==> src/rtl/spsvf_wrap.sv <==
`timescale 1ns / 1ps
`default_nettype none
// ----------------------------------------------------------------------------
// spsvf_wrap
// iterative position wrap, one remainder bit per cycle
// ----------------------------------------------------------------------------
module spsvf_wrap #(
  parameter int FRAC_BITS = 12
) (
  input  wire logic                        clk,
  input  wire logic                        rst_n,
  input  wire logic                        start,
  input  wire logic signed [FRAC_BITS+17:0] pos,
  input  wire logic [FRAC_BITS+15:0]        len,
  output logic                             busy,
  output logic                             done,
  output logic [FRAC_BITS+15:0]             res
);

  localparam int LEN_W = FRAC_BITS + 16;
  localparam int POS_W = FRAC_BITS + 18;
  localparam int MAG_W = POS_W - 1;
  localparam int REM_W = LEN_W + 1;
  localparam int CNT_W = $clog2(MAG_W + 1);

  logic             busy_r, done_r, neg_r;
  logic [CNT_W-1:0] cnt_r;
  logic [MAG_W-1:0] mag_r;
  logic [REM_W-1:0] rem_r, trial;
  logic [LEN_W-1:0] res_r;

  always_comb begin
    trial = {rem_r[REM_W-2:0], mag_r[MAG_W-1]};
    if (trial >= {1'b0, len}) begin
      trial = trial - {1'b0, len};
    end
  end

  always_ff @(posedge clk) begin
    if (!rst_n) begin
      busy_r <= 1'b0;
      done_r <= 1'b0;
    end else begin
      done_r <= 1'b0;
      if (start) begin
        busy_r <= 1'b1;
        neg_r  <= pos[POS_W-1];
        mag_r  <= pos[POS_W-1] ? MAG_W'(-pos) : MAG_W'(pos);
        rem_r  <= '0;
        cnt_r  <= CNT_W'(MAG_W);
      end else if (busy_r) begin
        rem_r <= trial;
        mag_r <= {mag_r[MAG_W-2:0], 1'b0};
        cnt_r <= cnt_r - 1'b1;
        if (cnt_r == CNT_W'(1)) begin
          busy_r <= 1'b0;
          done_r <= 1'b1;
          // negative positions count back from the loop end
          res_r  <= neg_r ? (len - 1'b1 - trial[LEN_W-1:0]) : trial[LEN_W-1:0];
        end
      end
    end
  end

  assign busy = busy_r;
  assign done = done_r;
  assign res  = res_r;

endmodule
`default_nettype wire

==> config.mk <==
export PLATFORM = sky130hd
export DESIGN_NAME = spsvf_wrap
export DESIGN_NICKNAME = d
export VERILOG_FILES = /design/src/rtl/spsvf_wrap.sv
export SDC_FILE = /design/constraint.sdc
export NUM_CORES = 1
export LEC_CHECK = 0
export ABC_AREA = 1
export BUFFER_PORTS_ARGS = -buffer_cell sky130_fd_sc_hd__buf_2
export CORE_UTILIZATION = 33
export CTS_CLUSTER_DIAMETER = 200
export DETAILED_ROUTE_END_ITERATION = 12
export SETUP_SLACK_MARGIN = 0.02
export SLEW_MARGIN = 20
export SYNTH_ARGS = -nofsm -noshare
export SYNTH_HDL_FRONTEND = slang
export SYNTH_SLANG_ARGS = --single-unit
==> constraint.sdc <==
create_clock -name clk -period 8.1 [get_ports clk]
set_clock_uncertainty 0.1 [all_clocks]
set_input_delay 1.62 -clock clk [delete_from_list [all_inputs] [get_ports clk]]
set_output_delay 1.62 -clock clk [all_outputs]
set_load 0.005 [all_outputs]
==> Word-level counts from Yosys, hierarchy flattened <==
Index checks and enable logic that the tools add are counted.
{ "totals": {"in_bits": 61, "regBits": 93} }
{ "op_classes": {"n_reduce_logical": 5, "muxes": 11, "n_eq_ne": 1, "n_bitwise": 3, "order_cmp": 1, "addsub": 5} }
{ "ops": {"columns": ["cell", "count"], "rows": [
  ["2-to-1 mux 29 bit", 3],
  ["2-to-1 mux 28 bit", 3],
  ["subtractor 28 bit", 2],
  ["greater-or-equal comparator 29 x 28 -> 1 bit", 1],
  ["negation 29 bit", 1],
  ["subtractor 28 x 1 -> 28 bit, second input constant", 1],
  ["equality test 5 x 1 -> 1 bit, second input constant", 1],
  ["2-to-1 mux 5 bit", 1],
  ["subtractor 5 x 1 -> 5 bit, second input constant", 1],
  ["2-to-1 mux 1 bit", 4],
  ["AND reduction 2 bit", 2],
  ["AND reduction 4 bit", 1],
  ["inverter 1 bit", 3],
  ["OR reduction 3 bit", 1],
  ["nonzero test 2 bit", 1]
]} }

==> Depth between registers and ports, before layout <==
{ "depth": {"depth_word": 4, "ltp_mapped": 36, "ltp_nobuf": 33} }

==> Worst setup path before layout <==
OpenSTA, ideal clock, no wires.
{ "synth_path": {"kind": "input port to flip-flop", "from": "input port len[9]", "to": "register res_r[24] (netlist: res[24]) (data pin)", "path_stages": 35, "setup_time_ps": 254, "setup_slack_ps": 2548, "arrival_ps": 5198, "path_cell_list": "inv_1 ha_1 nand2_2 inv_2 nand2_2 inv_1 a21oi_2 nand2_2 nand2_4 nand2_8 buf_6 clkbuf_1 buf_2 nand2_1 o21ai_0 ha_1 fa_1 a21oi_1 nor2_1 nor2_1 inv_1 nand2_1 inv_1 o21ai_0 nand2_1 nand2_1 nand2_1 nand2_1 inv_1 nand2_1 nand3_2 nand2_1 nand3_1 nand3_1 nand2_1"} }
{ "synth_between": {"elab_chain_len": 4, "word_cells_on_any_way": 6, "classes_between": "add/sub: 3; order compare: 1; mux: 2"} }
{ "synth_lines": {"columns": ["item", "line_no", "rtl"], "rows": [
  ["start, declared", "14", "input wire logic [FRAC_BITS+15:0] len,"],
  ["subtractor 28 bit or greater-or-equal comparator 29 x 28 -> 1 bit (tied branches)", "35, 34", null],
  ["2-to-1 mux 28 bit", "34", "if (trial >= {1'b0, len}) begin"],
  ["subtractor 28 bit", "59", "res_r <= neg_r ? (len - 1'b1 - trial[LEN_W-1:0]) : trial[LEN_W-1:0];"],
  ["2-to-1 mux 28 bit (*)", "59", null],
  ["end signal, assigned", "59", null],
  ["end, declared", "30", "logic [LEN_W-1:0] res_r;"]
]} }
Every way passes the cells marked *; elsewhere a longest branch is shown, timed or not.
A chain may end at the register's enable or synchronous reset.

==> Worst setup path in the final report <==
{ "layout_path": {"from": "input port len[9]", "to": "register res_r[18] (netlist: res[18]) (data pin)"} }
Same word-level chain as after synthesis.

==> flow_summary.yaml <==
cts:
  cts_tree: "done"
  cts.clk_slew.worst_paths_ns: 0.08
  cts_sinks: 93
  post_cts_resize_count: 0
  numCtsBuffers: 9
  htreeDepth: 3
  insertion_delay_ns: 0.36
  cts.path.max_buffers: 2
  ctsRootBufferMaster: "clkbuf_16"
  cts_setup_buffers: 0
  postCtsHoldBufs: 0
yosys:
  synth_flop_cell: "edfxtp_1"
  synth_cells: 1250
  synth.yosys.seq_area_share_pct: 32.5
  ys_warn_count: 0
  synth_edf_count: 91
  syn_area_um2: 8540
  postSynthAreaPerCell_um2: 6.83
  async_flop_share_pct: 0
  ys_ff_latch: 93
  syn_nets: 1359
  yosysUniqueCellTypes: 50
floorplan:
  core_area_um2: 25300
  dieWidth_um: 163
  ios: 91
  initial_core_util_pct: 33.8
  rows: 58
  die_h_um: 163
  die-area_um2: 26500
min_path:
  worstHoldPathCells: 2
  holdPathEnd: "mag_r[25]"
  hold_path.startpoint: "mag_r[24]"
  min_path_type: "reg -> reg"
timing:
  fin_ws_ns: 1.94
  whs_ns: 0.433
  fin_crit_sh_pct: 76.1
  rsz0062_at_grt: "false"
  maxSlewHeadroom_pct: 38.8
  post-route-min-period_ns: 6.16
  slew_viol_final: 0
  tns_ns: 0
  worst_pin_slew_ns: 0.918
  setup_viol_count_final: 0
  hold_violations: 0
  fmax_mhz: 162
placement:
  dp.cells: 1650
  place_area_um2: 9310
  port_buffers: 90
  dpl.hpwl_um: 18400
  gp_congestion: 0.934
  post-place-ws_ns: 1.56
grt:
  grt-ovfl-total: 0
  grtUsageTotal_pct: 18.2
  grt_pass1_wl_um: 37600
  grt_pass1_vias: 7645
  antenna_found_initial: 1
  grt_max_degree: 64
detailed_routing:
  vias: 8041
  drtPass1Iterations: 6
  wl_per_cell_um: 14.1
  ant_nets: 0
  viasPerCell: 4.82
  drc: 0
  drtIter0Drc: 485
  wl_um: 23500
worst_setup_path:
  cp.arrival_ns: 6.12
  cp_slowest_cell: "fa_1"
  ff2ff_setup_slack_ns: 2.92
  cp-start-kind: "primary input"
  reg2reg_depth: 26
  endpoint_kind: "flip-flop"
  crit_type: "in -> reg"
  crit_buf_inv: 6
  required_ns: 8.06
  max_stage_delay_ns: 0.42
  worst-path-max-fanout: 52
  r2r_end: "res[18]"
  cp_top_family: "simple AND/OR/NAND/NOR gates"
  cp_common_cell: "nand2_1"
  worst-path-stages: 31
  r2r-start: "rem_r[12]"
status:
  status: "finished, final reports clean"
pwr:
  cellPowerDensity_nw_per_um2: 222
  ir_drop_mv: 0.126
  power.leakage_nw: 4.73
  totalPowerFinal_mw: 2.14
cells_and_area:
  fin_util_pct: 38.1
  syn_to_final_growth_pct: 12.5
  fillCellCount: 2739
  stdcell_area_um2: 9610
  fin_nets: 1440
  drive_gt1_share_pct: 13.3
  fin_cells: 1668
flow_run:
  max_cap_violations: 0
## state kept, by name (all words and copies together), names as in the netlist
register,count
neg_r,1
mag_r,29
done,1
busy,1
rem_r,28
res,28
cnt_r,5
## metal layers
| metal | wire [µm] | up-vias | track usage [%] | part of all wire, % |
|---|---|---|---|---|
| met1 | 10900 | 3600 | 23.0 | 47 |
| li1 | - | 4213 | - | - |
| met5 | 0 | - | 0 | 0 |
| met4 | 489 | 0 | 5.73 | 2.1 |
| met2 | 10800 | 198 | 31.0 | 46 |
| met3 | 1240 | 30 | 3.41 | 5.3 |
## how the worst max path moves through the flow
stage / slack (ns) / startpoint / to
6_report: 1.94 / len[9] / res[18]
3_3_place_gp: 1.60 / len[13] / res[22]
5_1_grt: 1.47 / len[25] / res[22]
3_5_place_dp: 1.56 / len[16] / res[22]
2_1_floorplan: 2.55 / len[9] / res[24]
4_1_cts: 1.94 / len[16] / res[22]
## power by group
| group | internal [mW] | switching, mW |
|---|---|---|
| combinational | 0.356 | 0.721 |
| sequential | 0.600 | 0.0197 |
| clock | 0.220 | 0.220 |
| total | 1.18 | 0.961 |
## cells in the final DEF, fill, tap and decap left out, types with 4 or more instances in the layout
master     Yosys  layout
nand3_1       90      90
inv_2          4       4
nor2_2        13      13
nor3_2         3       4
a21oi_1       38      38
inv_6          0       4
inv_1        165     165
nand3_2       11      11
a31oi_1        4       4
or2_2         10      10
o21ai_1        5       5
buf_4          2       5
edfxtp_1      91      91
nor3_1        16      15
nand3b_1      11      11
o21ai_0       81      81
ha_1          46      46
clkbuf_16      0       9
buf_2          1      90
nand4_1       12      12
nand2_1      408     407
xor2_1        30      30
nand2_2       17      18
nor2_1       114     114
xnor2_1       19      19
## kinds of logic (layout without fill, tap and decap cells)
| family | after synthesis | in the layout | synth area share, % |
|---|---|---|---|
| and+or+nand+nor | 717 | 717 | 36.9 |
| muxes | 1 | 1 | 0.117 |
| AOI/OAI and AO/OA | 145 | 145 | 9.05 |
| adders and majority gates | 48 | 48 | 7.21 |
| other | 0 | 2 | 0 |
| buffers and inverters | 197 | 283 | 9.21 |
| xor gates and xnor gates | 49 | 49 | 5.02 |
| DFF | 93 | 93 | 32.5 |
## layout make-up
class / instances / area, µm² / share of cell area [%]
clock inverter: 7 / 73.8 / 0.768
clock buffer: 9 / 225 / 2.34
sequential: 93 / 2770 / 28.8
antenna: 2 / 5.00 / 0.0521
timing repair buffer: 95 / 488 / 5.08
multi-input combinational: 960 / 4990 / 51.9
tap: 330 / 413 / 4.30
inverter: 172 / 646 / 6.72
## cell usage after synthesis (all sizes together) (4+ instances only)
master / number / area (µm²)
xnor2: 19 / 166
a21oi: 40 / 208
inv: 169 / 634
clkbuf: 16 / 60.1
nand2: 427 / 1670
nand3: 101 / 561
nand4: 12 / 75.1
a31oi: 4 / 25.0
nor3: 19 / 110
or2: 12 / 75.1
xor2: 30 / 263
ha: 46 / 576
nor2: 128 / 521
o21ai: 86 / 430
nand3b: 12 / 103
edfxtp: 91 / 2730
buf: 9 / 81.3
## tightest hold or removal path: stages, from the launching register on
cell	delay, ns
edfxtp_1	0.32
nand2_1	0.04
o21ai_0	0.06
Note: power is estimated with default switching activity, not from simulation.
